[src/rtl/core/cfd_pkg.sv]
package cfd_pkg;

  localparam int BUFFER_BYTES = 64;
  localparam int ADDR_W = $clog2(BUFFER_BYTES);
  localparam int FILL_W = $clog2(BUFFER_BYTES + 1);
  localparam int PADDR_W = 4;

  localparam logic [FILL_W-1:0] HEADER_BYTES = FILL_W'(6);
  localparam logic [FILL_W-1:0] CRC_BYTES = FILL_W'(4);
  localparam logic [5:0] PAYLOAD_CAP = 6'd54;
  localparam logic [31:0] CRC_POLY = 32'hEDB88320;
  localparam logic [31:0] CRC_INIT = 32'hFFFFFFFF;

  localparam logic [1:0] REG_MAGIC_FIRST = 2'd0;
  localparam logic [1:0] REG_MAGIC_SECOND = 2'd1;
  localparam logic [1:0] REG_VERSION = 2'd2;
  localparam logic [1:0] REG_MAX_PAYLOAD = 2'd3;

  typedef enum logic [3:0] {
    S_IDLE,
    S_CHECK,
    S_HDR,
    S_CRC,
    S_CMP,
    S_SCAN,
    S_COPY,
    S_RESYNC_END,
    S_EMIT_RD,
    S_EMIT_LD
  } state_t;

  function automatic logic [31:0] crc_byte(input logic [31:0] crc_in, input logic [7:0] data);
    logic [31:0] c;
    c = crc_in ^ {24'd0, data};
    for (int k = 0; k < 8; k++) begin
      c = (c >> 1) ^ (CRC_POLY & {32{c[0]}});
    end
    return c;
  endfunction

endpackage

[src/rtl/core/cfd_byte_if.sv]
interface cfd_byte_if;
  logic       valid;
  logic       ready;
  logic [7:0] rx_byte;

  modport source (output valid, output rx_byte, input ready);
  modport sink (input valid, input rx_byte, output ready);
endinterface

[src/rtl/core/cfd_frame_if.sv]
interface cfd_frame_if;
  logic       valid;
  logic       ready;
  logic [7:0] frame_type;
  logic [5:0] payload_length;
  logic [7:0] payload_byte;
  logic       byte_valid;
  logic       last_of_run;

  modport source (output valid, output frame_type, output payload_length,
                  output payload_byte, output byte_valid, output last_of_run,
                  input ready);
  modport sink (input valid, input frame_type, input payload_length,
                input payload_byte, input byte_valid, input last_of_run,
                output ready);
endinterface

[src/rtl/core/cfd_ram.sv]
module cfd_ram #(
  parameter int WIDTH = 8,
  parameter int DEPTH = 64
) (
  input  logic                     clk,
  input  logic                     we,
  input  logic [$clog2(DEPTH)-1:0] waddr,
  input  logic [WIDTH-1:0]         wdata,
  input  logic [$clog2(DEPTH)-1:0] raddr,
  output logic [WIDTH-1:0]         rdata
);
  logic [WIDTH-1:0] mem [DEPTH];

  always_ff @(posedge clk) begin
    if (we) begin
      mem[waddr] <= wdata;
    end
    rdata <= mem[raddr];
  end
endmodule

[src/rtl/core/crc32_frame_deframer_top.sv]
// channel  dir  payload                                           transfer
// rx       in   rx_byte                                           valid & ready
// tx       out  frame_type, payload_length, payload_byte,         valid & ready
//               byte_valid, last_of_run
// cfg      in   apb write of magic/version/max_payload            psel & penable & pwrite
//
// a dropped byte is taken in idle, a stored byte that needs no check passes through check;
// a byte that completes a header starts a header read, a completed frame a byte-serial crc
// through the single buffer read port, then a read and a load per payload byte emitted.
// a failed check adds a rescan and copy of up to 2 x 64 buffer reads.
// rx is ready only in idle; tx has its own output register, so a held result
// does not stop rx. reset is synchronous and clears control state only.
module crc32_frame_deframer_top import cfd_pkg::*; (
  input  logic               clk,
  input  logic               rst,
  cfd_byte_if.sink           rx,
  cfd_frame_if.source        tx,
  input  logic               psel,
  input  logic               penable,
  input  logic               pwrite,
  input  logic [PADDR_W-1:0] paddr,
  input  logic [31:0]        pwdata,
  output logic [31:0]        prdata,
  output logic               pready
);

  logic [7:0] magic_first, magic_second, version_byte;
  logic [5:0] max_payload;

  state_t state, state_next;
  logic [FILL_W-1:0] fill, fill_next, expct, expct_next;
  logic [FILL_W-1:0] ra, ra_next, rend, rend_next, ri, ri_next, shift, shift_next;
  logic rv, rv_next, pend, pend_next;
  logic [7:0] pbyte, pbyte_next, prev, prev_next;
  logic [7:0] ver, ver_next, ftype, ftype_next, lenlo, lenlo_next;
  logic [5:0] plen, plen_next;
  logic [31:0] crc, crc_next, stored, stored_next;
  logic ovalid, ovalid_next;
  logic [7:0] obyte, obyte_next, oftype, oftype_next;
  logic [5:0] oplen, oplen_next;
  logic ovld_byte, ovld_byte_next, olast, olast_next;

  logic we;
  logic [ADDR_W-1:0] waddr;
  logic [7:0] wdata, rdata;
  logic issue, out_free;
  logic [15:0] hdr_len;
  logic [5:0] limit;

  cfd_ram #(.WIDTH(8), .DEPTH(BUFFER_BYTES)) u_buf (
    .clk   (clk),
    .we    (we),
    .waddr (waddr),
    .wdata (wdata),
    .raddr (ra[ADDR_W-1:0]),
    .rdata (rdata)
  );

  // configuration
  assign pready = 1'b1;
  always_ff @(posedge clk) begin
    if (rst) begin
      magic_first  <= 8'd170;
      magic_second <= 8'd85;
      version_byte <= 8'd1;
      max_payload  <= 6'd54;
    end else if (psel && penable && pwrite) begin
      unique case (paddr[3:2])
        REG_MAGIC_FIRST:  magic_first  <= pwdata[7:0];
        REG_MAGIC_SECOND: magic_second <= pwdata[7:0];
        REG_VERSION:      version_byte <= pwdata[7:0];
        REG_MAX_PAYLOAD:  max_payload  <= pwdata[5:0];
      endcase
    end
  end

  always_comb begin
    unique case (paddr[3:2])
      REG_MAGIC_FIRST:  prdata = {24'd0, magic_first};
      REG_MAGIC_SECOND: prdata = {24'd0, magic_second};
      REG_VERSION:      prdata = {24'd0, version_byte};
      REG_MAX_PAYLOAD:  prdata = {26'd0, max_payload};
    endcase
  end

  assign limit = (max_payload > PAYLOAD_CAP) ? PAYLOAD_CAP : max_payload;
  assign hdr_len = {rdata, lenlo};
  assign out_free = !ovalid || tx.ready;
  assign issue = ra < rend;
  assign rx.ready = (state == S_IDLE);

  assign tx.valid = ovalid;
  assign tx.frame_type = oftype;
  assign tx.payload_length = oplen;
  assign tx.payload_byte = obyte;
  assign tx.byte_valid = ovld_byte;
  assign tx.last_of_run = olast;

  always_ff @(posedge clk) begin
    if (rst) begin
      state  <= S_IDLE;
      fill   <= '0;
      expct  <= '0;
      rv     <= 1'b0;
      pend   <= 1'b0;
      ovalid <= 1'b0;
      ra     <= '0;
      rend   <= '0;
    end else begin
      state  <= state_next;
      fill   <= fill_next;
      expct  <= expct_next;
      rv     <= rv_next;
      pend   <= pend_next;
      ovalid <= ovalid_next;
      ra     <= ra_next;
      rend   <= rend_next;
    end
  end

  always_ff @(posedge clk) begin
    ri        <= ri_next;
    shift     <= shift_next;
    pbyte     <= pbyte_next;
    prev      <= prev_next;
    ver       <= ver_next;
    ftype     <= ftype_next;
    lenlo     <= lenlo_next;
    plen      <= plen_next;
    crc       <= crc_next;
    stored    <= stored_next;
    obyte     <= obyte_next;
    oftype    <= oftype_next;
    oplen     <= oplen_next;
    ovld_byte <= ovld_byte_next;
    olast     <= olast_next;
  end

  always_comb begin
    state_next     = state;
    fill_next      = fill;
    expct_next     = expct;
    ra_next        = ra;
    rend_next      = rend;
    rv_next        = 1'b0;
    ri_next        = ra;
    shift_next     = shift;
    pend_next      = pend;
    pbyte_next     = pbyte;
    prev_next      = prev;
    ver_next       = ver;
    ftype_next     = ftype;
    lenlo_next     = lenlo;
    plen_next      = plen;
    crc_next       = crc;
    stored_next    = stored;
    ovalid_next    = ovalid && !tx.ready;
    obyte_next     = obyte;
    oftype_next    = oftype;
    oplen_next     = oplen;
    ovld_byte_next = ovld_byte;
    olast_next     = olast;
    we             = 1'b0;
    waddr          = fill[ADDR_W-1:0];
    wdata          = rx.rx_byte;

    // shared read stream for header, crc, scan and copy
    if (state == S_HDR || state == S_CRC || state == S_SCAN || state == S_COPY) begin
      rv_next = issue;
      if (issue) begin
        ra_next = ra + 1'b1;
      end
    end

    unique case (state)
      S_IDLE: begin
        if (rx.valid) begin
          if (fill == '0 && rx.rx_byte != magic_first) begin
            fill_next = '0;
          end else if (fill == FILL_W'(1) && rx.rx_byte != magic_second) begin
            fill_next = (rx.rx_byte == magic_first) ? FILL_W'(1) : '0;
          end else if (fill == FILL_W'(BUFFER_BYTES)) begin
            pend_next  = 1'b1;
            pbyte_next = rx.rx_byte;
            ra_next    = '0;
            rend_next  = fill;
            state_next = S_SCAN;
          end else begin
            we         = 1'b1;
            fill_next  = fill + 1'b1;
            state_next = S_CHECK;
          end
        end
      end
      S_CHECK: begin
        if (expct == '0) begin
          if (fill < HEADER_BYTES) begin
            state_next = S_IDLE;
          end else begin
            ra_next    = FILL_W'(2);
            rend_next  = HEADER_BYTES;
            state_next = S_HDR;
          end
        end else if (fill < expct) begin
          state_next = S_IDLE;
        end else begin
          ra_next    = '0;
          rend_next  = expct;
          crc_next   = CRC_INIT;
          state_next = S_CRC;
        end
      end
      S_HDR: begin
        if (rv) begin
          unique case (ri[2:0])
            3'd2:    ver_next = rdata;
            3'd3:    ftype_next = rdata;
            3'd4:    lenlo_next = rdata;
            default: begin
              if (ver != version_byte || hdr_len > {10'd0, limit}) begin
                // bad header: rescan for a later magic pair
                if (fill == '0) begin
                  state_next = S_RESYNC_END;
                end else begin
                  ra_next    = '0;
                  rend_next  = fill;
                  state_next = S_SCAN;
                end
                rv_next = 1'b0;
              end else begin
                expct_next = HEADER_BYTES + CRC_BYTES + FILL_W'(hdr_len[5:0]);
                plen_next  = hdr_len[5:0];
                state_next = S_CHECK;
              end
            end
          endcase
        end
      end
      S_CRC: begin
        if (rv) begin
          if (ri < expct - CRC_BYTES) begin
            crc_next = crc_byte(crc, rdata);
          end else begin
            stored_next = {rdata, stored[31:8]};
          end
          if (ri == expct - 1'b1) begin
            state_next = S_CMP;
          end
        end
      end
      S_CMP: begin
        if ((crc ^ CRC_INIT) == stored) begin
          ra_next    = HEADER_BYTES;
          state_next = S_EMIT_RD;
        end else begin
          ra_next    = '0;
          rend_next  = fill;
          state_next = S_SCAN;
        end
      end
      S_SCAN: begin
        if (rv) begin
          prev_next = rdata;
          if (ri >= FILL_W'(2) && prev == magic_first && rdata == magic_second) begin
            shift_next = ri - 1'b1;
            ra_next    = ri - 1'b1;
            rend_next  = fill;
            rv_next    = 1'b0;
            state_next = S_COPY;
          end else if (ri == fill - 1'b1) begin
            // no pair: keep a trailing first sync byte alone
            if (rdata == magic_first) begin
              we        = 1'b1;
              waddr     = '0;
              wdata     = magic_first;
              fill_next = FILL_W'(1);
            end else begin
              fill_next = '0;
            end
            expct_next = '0;
            rv_next    = 1'b0;
            state_next = S_RESYNC_END;
          end
        end
      end
      S_COPY: begin
        if (rv) begin
          we    = 1'b1;
          waddr = ADDR_W'(ri - shift);
          wdata = rdata;
          if (ri == fill - 1'b1) begin
            fill_next  = fill - shift;
            expct_next = '0;
            rv_next    = 1'b0;
            state_next = S_RESYNC_END;
          end
        end
      end
      S_RESYNC_END: begin
        expct_next = '0;
        if (pend) begin
          we        = 1'b1;
          wdata     = pbyte;
          fill_next = fill + 1'b1;
          pend_next = 1'b0;
        end
        state_next = S_CHECK;
      end
      S_EMIT_RD: begin
        if (plen == '0) begin
          if (out_free) begin
            ovalid_next    = 1'b1;
            obyte_next     = '0;
            oftype_next    = ftype;
            oplen_next     = plen;
            ovld_byte_next = 1'b0;
            olast_next     = 1'b1;
            fill_next      = '0;
            expct_next     = '0;
            state_next     = S_IDLE;
          end
        end else begin
          state_next = S_EMIT_LD;
        end
      end
      S_EMIT_LD: begin
        if (out_free) begin
          ovalid_next    = 1'b1;
          obyte_next     = rdata;
          oftype_next    = ftype;
          oplen_next     = plen;
          ovld_byte_next = 1'b1;
          olast_next     = (ra == HEADER_BYTES + FILL_W'(plen) - 1'b1);
          if (ra == HEADER_BYTES + FILL_W'(plen) - 1'b1) begin
            fill_next  = '0;
            expct_next = '0;
            state_next = S_IDLE;
          end else begin
            ra_next    = ra + 1'b1;
            state_next = S_EMIT_RD;
          end
        end
      end
      default: state_next = S_IDLE;
    endcase
  end

endmodule
[src/flat_wrapper.sv]
// flat-port wrapper written by rule: the top's interface ports become plain ports
module crc32_frame_deframer_top_flat import cfd_pkg::*;
  (clk, rst, psel, penable, pwrite, paddr, pwdata, prdata, pready, rx_valid, rx_rx_byte, rx_ready, tx_valid, tx_frame_type, tx_payload_length, tx_payload_byte, tx_byte_valid, tx_last_of_run, tx_ready);
  cfd_byte_if rx_i ();
  cfd_frame_if tx_i ();
  input  logic clk;
  input  logic rst;
  input  logic psel;
  input  logic penable;
  input  logic pwrite;
  input  logic [PADDR_W-1:0] paddr;
  input  logic [31:0] pwdata;
  output logic [31:0] prdata;
  output logic pready;
  input wire logic [$bits(rx_i.valid)-1:0] rx_valid;
  input wire logic [$bits(rx_i.rx_byte)-1:0] rx_rx_byte;
  output wire logic [$bits(rx_i.ready)-1:0] rx_ready;
  output wire logic [$bits(tx_i.valid)-1:0] tx_valid;
  output wire logic [$bits(tx_i.frame_type)-1:0] tx_frame_type;
  output wire logic [$bits(tx_i.payload_length)-1:0] tx_payload_length;
  output wire logic [$bits(tx_i.payload_byte)-1:0] tx_payload_byte;
  output wire logic [$bits(tx_i.byte_valid)-1:0] tx_byte_valid;
  output wire logic [$bits(tx_i.last_of_run)-1:0] tx_last_of_run;
  input wire logic [$bits(tx_i.ready)-1:0] tx_ready;
  assign rx_i.valid = rx_valid;
  assign rx_i.rx_byte = rx_rx_byte;
  assign rx_ready = rx_i.ready;
  assign tx_valid = tx_i.valid;
  assign tx_frame_type = tx_i.frame_type;
  assign tx_payload_length = tx_i.payload_length;
  assign tx_payload_byte = tx_i.payload_byte;
  assign tx_byte_valid = tx_i.byte_valid;
  assign tx_last_of_run = tx_i.last_of_run;
  assign tx_i.ready = tx_ready;
  crc32_frame_deframer_top u_core (.clk(clk), .rst(rst), .rx(rx_i), .tx(tx_i), .psel(psel), .penable(penable), .pwrite(pwrite), .paddr(paddr), .pwdata(pwdata), .prdata(prdata), .pready(pready));
endmodule
[config.mk]
export PLATFORM = sky130hd
export DESIGN_NAME = crc32_frame_deframer_top_flat
export DESIGN_NICKNAME = d
export VERILOG_FILES = /design/src/rtl/core/cfd_pkg.sv /design/src/rtl/core/cfd_byte_if.sv /design/src/rtl/core/cfd_frame_if.sv /design/src/rtl/core/cfd_ram.sv /design/src/rtl/core/crc32_frame_deframer_top.sv /design/src/flat_wrapper.sv
export SDC_FILE = /design/constraint.sdc
export NUM_CORES = 1
export LEC_CHECK = 0
export ABC_AREA = 1
export BUFFER_PORTS_ARGS = -buffer_cell sky130_fd_sc_hd__buf_2
export CAP_MARGIN = 40
export CORE_MARGIN = 8
export CORE_UTILIZATION = 50
export CTS_CLUSTER_DIAMETER = 50
export CTS_CLUSTER_SIZE = 16
export DETAILED_ROUTE_END_ITERATION = 16
export HOLD_SLACK_MARGIN = 0.05
export PLACE_DENSITY_LB_ADDON = 0.3
export SYNTH_ARGS = -nofsm -noshare
export SYNTH_HDL_FRONTEND = slang
export SYNTH_SLANG_ARGS = --single-unit
[constraint.sdc]
create_clock -name clk -period 4.35 [get_ports clk]
set_input_delay 0.87 -clock clk [delete_from_list [all_inputs] [get_ports clk]]
set_output_delay 0.87 -clock clk [all_outputs]
set_load 0.005 [all_outputs]
==> results of run 1 <==
final cells by class:
class,instances,area (µm²)
Clock inverter,56,676
Timing Repair Buffer,177,1300
Sequential cell,733,21200
Fill cell,5606,28800
Inverter,222,840
Multi-Input combinational cell,2133,11200
Clock buffer,82,1970
Tap cell,873,1090
cell usage in the layout (no fill, tap or decap), types with 9 or more instances in the layout:
master / n
edfxtp_1: 653
clkbuf_16: 78
inv_6: 16
nor2_1: 510
o211ai_1: 31
ha_1: 50
buf_4: 110
nand4_1: 35
buf_2: 58
conb_1: 25
inv_1: 202
nand3_1: 139
nor2_2: 12
a21oi_1: 128
or2_2: 31
o221ai_1: 51
a221oi_1: 10
xnor2_1: 29
xor2_1: 82
inv_2: 15
dfxtp_1: 77
o22ai_1: 80
nand2_1: 436
a21oi_4: 10
a31oi_1: 15
nand3_2: 9
o21ai_0: 374
nand2_2: 15
per-stage QoR:
stage	hold WS, ns	util, %	setup slack (ns)	instance area, µm²	power, mW
6_report	0.406	57.1	0.703	38300	21.6
4_1_cts	0.409	57.1	0.731	38300	21.6
3_3_place_gp	0.402	53.1	0.728	35600	14.6
5_1_grt	0.422	57.1	0.450	38300	22.5
3_5_place_dp	0.405	53.2	0.708	35600	14.8
2_1_floorplan	0.350	-	0.0409	33900	12.6
power by group through the flow:
stage / clock [mW] / sequential (mW) / combinational, mW
floorplan: 0 / 8.48 / 4.16
global placement: 0 / 8.52 / 6.13
detailed placement: 0 / 8.52 / 6.24
CTS: 6.90 / 8.37 / 6.29
global route: 7.15 / 8.40 / 6.95
finish: 6.82 / 8.38 / 6.36
how the worst max path moves through the flow:
stage | from | slack (ns) | end | cells after the start
final | u_core.ri[0] | 0.70 | u_core.u_buf.mem[19][7] | 12
after global routing | u_core.ra[0] | 0.45 | u_core.fill[5] | 12
after CTS | u_core.ri[0] | 0.73 | u_core.u_buf.mem[19][7] | 12
after detailed placement | rx_rx_byte[6] | 0.71 | u_core.u_buf.mem[19][7] | 15
after global placement | rx_rx_byte[6] | 0.73 | u_core.u_buf.mem[35][1] | 15
after floorplan | u_core.fill[1] | 0.04 | u_core.u_buf.mem[0][0] | 15
layer usage:
metal | share of wire, % | wire (µm) | up-vias
met5 | 0 | 0 | -
met3 | 8.1 | 7320 | 174
met4 | 3.2 | 2910 | 0
li1 | - | - | 11600
met2 | 46 | 42000 | 1136
met1 | 42 | 38000 | 11700
state kept, by name, indices dropped and copies added (netlist names), 8 cells and up:
register / cells
u_core.magic_second: 8
u_core.magic_first: 8
u_core.version_byte: 8
u_core.crc: 32
u_core.ftype: 8
u_core.tx.payload_byte: 8
u_core.pbyte: 8
u_core.lenlo: 8
u_core.stored: 32
u_core.ver: 8
u_core.u_buf.rdata: 8
u_core.tx.frame_type: 8
u_core.prev: 8
u_core.u_buf.mem: 512
kinds of logic (layout without fill, tap and decap cells):
| logic type | count (synthesis) | in the layout | share of synthesized area, % |
|---|---|---|---|
| adder cells (fa/ha/maj) | 52 | 52 | 1.97 |
| flip-flops | 733 | 733 | 62.8 |
| buffers and inverters | 389 | 537 | 4.75 |
| other | 2 | 25 | 0.0222 |
| AO/OA/AOI/OAI | 728 | 728 | 12.3 |
| AND/OR/NAND/NOR | 1216 | 1216 | 15.2 |
| XOR/XNOR | 112 | 112 | 2.90 |
==> flow_summary.yaml, run 1 <==
status:
  status: "finished clean"
clock_network:
  clock_latency_ns: 0.62
  clock_sinks: 733
  postCtsSetupBuffers: 0
  cts-resized-gates: 0
  cts-root-buf: "clkbuf_16"
  cts_buffers: 76
  cts-htree-levels: 3
  ctsHoldBuffers: 0
  clkTransAtPathRegs_ns: 0.07
  cts_tree: "done"
  clockBufferDepth: 3
sta:
  skew_ns: 0.0292
  fmax_ghz: 0.274
  fin_tns_setup_ns: 0
  setup_viol: 0
  slew_headroom_pct: 38.1
  fin_crit_ns: 3.65
  worst_slew_pin_slew_ns: 0.928
  fin_crit_sh_pct: 83.8
  drv_slew: 0
  grt_setup_unrepaired: "no"
  hold_viol_final: 0
pwr:
  powerDensity_nw_per_um2: 563
  internal_power_mw: 13.9
  p_sw_mw: 7.65
  leakage_nw: 14.2
  max-vdd-ir-drop_mv: 0.378
  clockPowerShare_pct: 31.6
  swShare_pct: 35.5
  pwr-share-comb_pct: 29.5
  p_seq_share_pct: 38.9
synth:
  yosysWarnings: 0
  synth_top_area_cell: "edfxtp_1"
  synth_common_cells: "653 x edfxtp_1, 512 x nor2_1, 436 x nand2_1"
  synth-seq-cells: 733
  synth.most_common_cell: "edfxtp_1"
  yosys.area.top_type_share_pct: 58.0
  synth_cell_types: 53
  async_reset_ff_share_pct: 0
  syn-cell-area_um2: 33800
  synth_seq_area_share_pct: 62.8
  synth_edf_count: 653
  ys.flop_type: "edfxtp_1"
  syn-mean-instance-area_um2: 10.5
  synthCells: 3232
  synth_area_leaders: "edfxtp_1 58%, nor2_1 5.7%, o21ai_0 5.5%, nand2_1 4.8%, dfxtp_1 4.7%"
setup_path:
  r2r-start: "u_core.ri[0]"
  crit_required_ns: 4.60
  crit_path_max_incr_delay_ns: 0.69
  slowest_stage: "nor2_1"
  r2r_cells: 12
  critPathBufInv: 3
  r2r_end: "u_core.u_buf.mem[19][7]"
  cp_max_fo: 10
  path_cells: "inv_1 -> ha_1 -> inv_1 -> fa_1 -> xor2_1 -> a221oi_1 -> nand2_1 -> nand2_1 -> nand2_1 -> inv_1 -> nand2_2 -> nor2_1"
  r2r_slack_ns: 0.70
  cp-start-kind: "register"
  endpoint_kind: "register"
  cp_top_family: "simple AND/OR/NAND/NOR gates"
  crit_type: "register to register"
  cp.arrival_ns: 3.90
routing:
  viasPerCell: 5.74
  dr.pass1.iters: 5
  drt_wl_total_um: 90200
  vias: 24500
  drt_iter0_markers: 2851
  postRouteAntennaNets: 0
  drc_errors: 0
  routedWlPerCell_um: 21.1
placed_design:
  dp_cells: 4138
  routabilityCongestion: 0.968
  port_buffers: 58
  hpwlAfterDp_um: 57800
final_layout:
  drive_gt1_share_pct: 12.3
  areaGrowthSynthToFinish_pct: 13.3
  stdcell_count: 4276
  fin_nets: 3446
  diodes: 0
global_route:
  grt_pass1_vias: 22600
  use_met1_pct: 32.4
  use_met3_pct: 3.25
  met2_usage_pct: 37.1
  grt_overflow_total: 0
  grt_max_degree: 209
  grt_util_all_layers_pct: 23.2
  grt_antenna_before_repair: 0
  grt_first_pass_wirelength_um: 135000
  grt_most_used_layer: "met2"
die:
  io_pins: 110
  die-area_um2: 76100
  initial_core_util_pct: 50.4
  core.rowCount: 95
  core_area_um2: 67000
  die_y_um: 276
  die_w_um: 276
worst_hold_path:
  min_from: "u_core.ra[4]"
  min_to: "u_core.ri[4]"
  whs_path_depth: 0
  hold_class: "register to register"
job:
  max-cap-violations: 0
Note: power is estimated with default switching activity, not from simulation.
==> inputs of run 2 (changes only) <==
--- a/config.mk
+++ b/config.mk
@@ -5,7 +5,7 @@
 export SDC_FILE = /design/constraint.sdc
 export NUM_CORES = 1
 export LEC_CHECK = 0
-export ABC_AREA = 1
+export ABC_AREA = 0
 export BUFFER_PORTS_ARGS = -buffer_cell sky130_fd_sc_hd__buf_2
 export CAP_MARGIN = 40
 export CORE_MARGIN = 8
==> constraint.sdc (replaced) <==
create_clock -name clk -period 3.01 [get_ports clk]
set_input_delay 0.602 -clock clk [delete_from_list [all_inputs] [get_ports clk]]
set_output_delay 0.602 -clock clk [all_outputs]
set_load 0.005 [all_outputs]
==> run 2 against run 1 <==
The run now ends with setup timing left. Sequential power is 32% higher. Wire length decreased by 3.5%. Critical path depth decreased by 2. Die area decreased by 3.4%. Final cell count down 22%. First-iteration DRC count is 23% lower. Sequential share of layout area is 2.6 points lower. Core utilization up 5.3 points. Via count down 19%. Clock-buffer cell count increased by 6. Clock skew is 0.019 ns higher. Critical endpoint is now u_core.u_buf.mem[33][6]. Largest power group unchanged. Flip-flop and latch count did not move.
==> flow_summary.yaml, run 2 <==
synth:
  synthCells: 2063
  synthSimpleGateAreaFrac_pct: 6.65
  synth_edf_count: 653
  synth_seq_area_share_pct: 65.1
  synth_common_cells: "653 x edfxtp_1, 174 x mux4_2, 142 x nor2_1"
  synthAdderAreaFrac_pct: 2.04
  synth_xor_area_share_pct: 5.48
  synth_compound_area_share_pct: 5.08
  syn-cell-area_um2: 32600
  synth_top_family_by_area: "multiplexers"
  synth-seq-cells: 733
  async_reset_ff_share_pct: 0
  synth_area_leaders: "edfxtp_1 60%, mux4_2 12%, dfxtp_1 4.9%, xnor2_1 3.8%, ha_1 1.9%"
  syn-mean-instance-area_um2: 15.8
  ys.flop_type: "edfxtp_1"
  synth_top_area_cell: "edfxtp_1"
  synth_mux_area_share_pct: 13.1
  yosysWarnings: 0
  synth_cell_types: 83
  yosys.area.top_type_share_pct: 60.2
  synth.most_common_cell: "edfxtp_1"
final_layout:
  drive_gt1_share_pct: 33.1
  fin_area_um2: 40200
  stdcell_count: 3315
  largest_register_ffs: 512
  final_common_cell: "edfxtp_1"
  multi_input_area_um2: 11500
  areaGrowthSynthToFinish_pct: 23.4
  num-fill-cells: 4517
  final_cell_mix: "653 x edfxtp_1, 199 x buf_4, 174 x mux4_2"
  top_regs: "u_core.u_buf.mem (512), u_core.crc (32), u_core.stored (32)"
  fin_nets: 2503
  seqCellArea_um2: 21200
  largest-register: "u_core.u_buf.mem"
clock_network:
  ctsHoldBuffers: 0
  cts-htree-levels: 3
  cts_tree: "done"
  clkTransAtPathRegs_ns: 0.06
  clock_sinks: 733
  clock_latency_ns: 0.66
  clockBufferDepth: 3
  cts-root-buf: "clkbuf_16"
  cts_buffers: 77
sta:
  drv_slew: 0
  fin_crit_sh_pct: 113
  setup_slack_ns: -0.390
  fmax_ghz: 0.294
  slew_headroom_pct: 44.2
  fin_tns_setup_ns: -226.60
  worst_slew_pin_slew_ns: 0.831
  skew_ns: 0.0479
  setup_viol: 1036
  fin_crit_ns: 3.40
  hold_viol_final: 0
  grt_setup_unrepaired: "yes"
  hold_slack_ns: 0.262
routing:
  dr.pass1.iters: 6
  routedWlPerCell_um: 26.3
  drt_iter0_markers: 2203
  drc_errors: 0
  vias: 20000
  postRouteAntennaNets: 0
  viasPerCell: 6.03
  drt_wl_total_um: 87100
setup_path:
  crit_required_ns: 3.35
  cp_max_fo: 8
  critPathBufInv: 2
  slowest_stage: "or4_4"
  endpoint_kind: "register"
  r2r_slack_ns: -0.39
  cp.arrival_ns: 3.74
  cp_top_family: "simple AND/OR/NAND/NOR gates"
  crit_type: "register to register"
  path_cells: "or4_4 -> or4_4 -> a21oi_4 -> o21ai_2 -> or3_4 -> a31o_4 -> or3b_4 -> buf_12 -> nor2_4 -> buf_12"
  crit_path_max_incr_delay_ns: 0.53
  cp-start-kind: "register"
status:
  status: "finished, violations left"
  violations: "setup timing"
die:
  io_pins: 110
  die_y_um: 271
  die_w_um: 271
  core.rowCount: 93
  core_area_um2: 64500
  die-area_um2: 73500
  initial_core_util_pct: 50.5
pwr:
  finalPower_mw: 22.1
  leakage_nw: 13.5
  max-vdd-ir-drop_mv: 0.453
  powerDensity_nw_per_um2: 551
placed_design:
  placed_area_um2: 36400
  routabilityCongestion: 0.910
  port_buffers: 58
  hpwlAfterDp_um: 57300
  dp_cells: 3153
job:
  max-cap-violations: 0
global_route:
  grt_overflow_total: 0
  grt_pass1_vias: 20000
  grt_antenna_before_repair: 0
  grt_util_all_layers_pct: 22.4
  grt_max_degree: 73
  grt_first_pass_wirelength_um: 126000
worst_hold_path:
  hold_class: "input port to register"
-- run 2: cell count changes after synthesis, sizes merged, moves of 36 or more --
cell / delta
nor2: -381
nand2: -346
o21ai: -339
mux4: +174
inv: -170
nand3: -112
xnor2: +112
a21oi: -104
o22ai: -70
o221ai: -49
clkbuf: -36
mux2i: +36
-- run 2: logic make-up (layout without fill, tap and decap cells) --
logic type               count (synthesis)  after routing
adder cells (fa/ha/maj)                 52             52
multiplexers                           210            210
AO/OA/AOI/OAI                          233            233
other                                    2             27
XOR/XNOR                               203            203
AND/OR/NAND/NOR                        448            448
flip-flops                             733            733
buffers and inverters                  182            554
-- run 2: power breakdown --
part / leakage [nW] / switching [mW] / internal (mW)
registers: 6.64 / 0.0302 / 11.1
clock network: 1.26 / 4.28 / 5.49
logic: 5.62 / 0.744 / 0.527
-- run 2: worst paths after layout --
kind / cells past startpoint / to / from
worst max register to register: 10 / u_core.u_buf.mem[33][6] / u_core.fill[0]
worst min-delay path: 3 / u_core.max_payload[1] / pwdata[1]
worst min register to register: 0 / u_core.tx.frame_type[5] / u_core.ftype[5]
worst max-delay path: 10 / u_core.u_buf.mem[33][6] / u_core.fill[0]
-- run 2: metal layers --
layer  vias to the layer above  global-route usage, %  part of all wire, %  wire length [µm]
met5                         -                      0                    0                 0
met4                         0                   8.60                  3.6              3110
met3                       170                   3.40                  7.3              6360
met2                       892                   36.1                   48             41700
met1                     10300                   30.9                   41             35900
li1                       8643                      -                    -                 -
-- run 2: area by class of cell --
cell class	count	share of cell area (%)
timing repair buffer	367	9.06
multi-input combinational	1171	28.5
clock inverter	49	1.46
antenna	2	0.0125
inverter	50	0.467
clock buffer	88	5.00
tap	855	2.66
sequential	733	52.8
-- run 2: stage by stage --
step | setup slack [ns] | util (%)
6_report | -0.390 | 62.4
5_1_grt | -0.459 | 62.4
4_1_cts | -0.396 | 61.3
3_5_place_dp | -0.527 | 56.5
3_3_place_gp | -0.480 | 56.5
2_1_floorplan | -0.402 | -
-- run 2: what timing repair did --
action	4_1_cts	5_1_grt
endpoints found under the setup margin	1036	1044
buffers inserted	8	7
resized for setup	102	87
pin swaps	16	38
cloned	0	13
-- run 2: worst reg2reg max path: stages, from the launching register on --
cell	delay, ns
dfxtp_2	0.33
or4_4	0.53
or4_4	0.44
a21oi_4	0.16
o21ai_2	0.09
or3_4	0.43
a31o_4	0.26
or3b_4	0.42
buf_12	0.17
nor2_4	0.13
buf_12	0.14
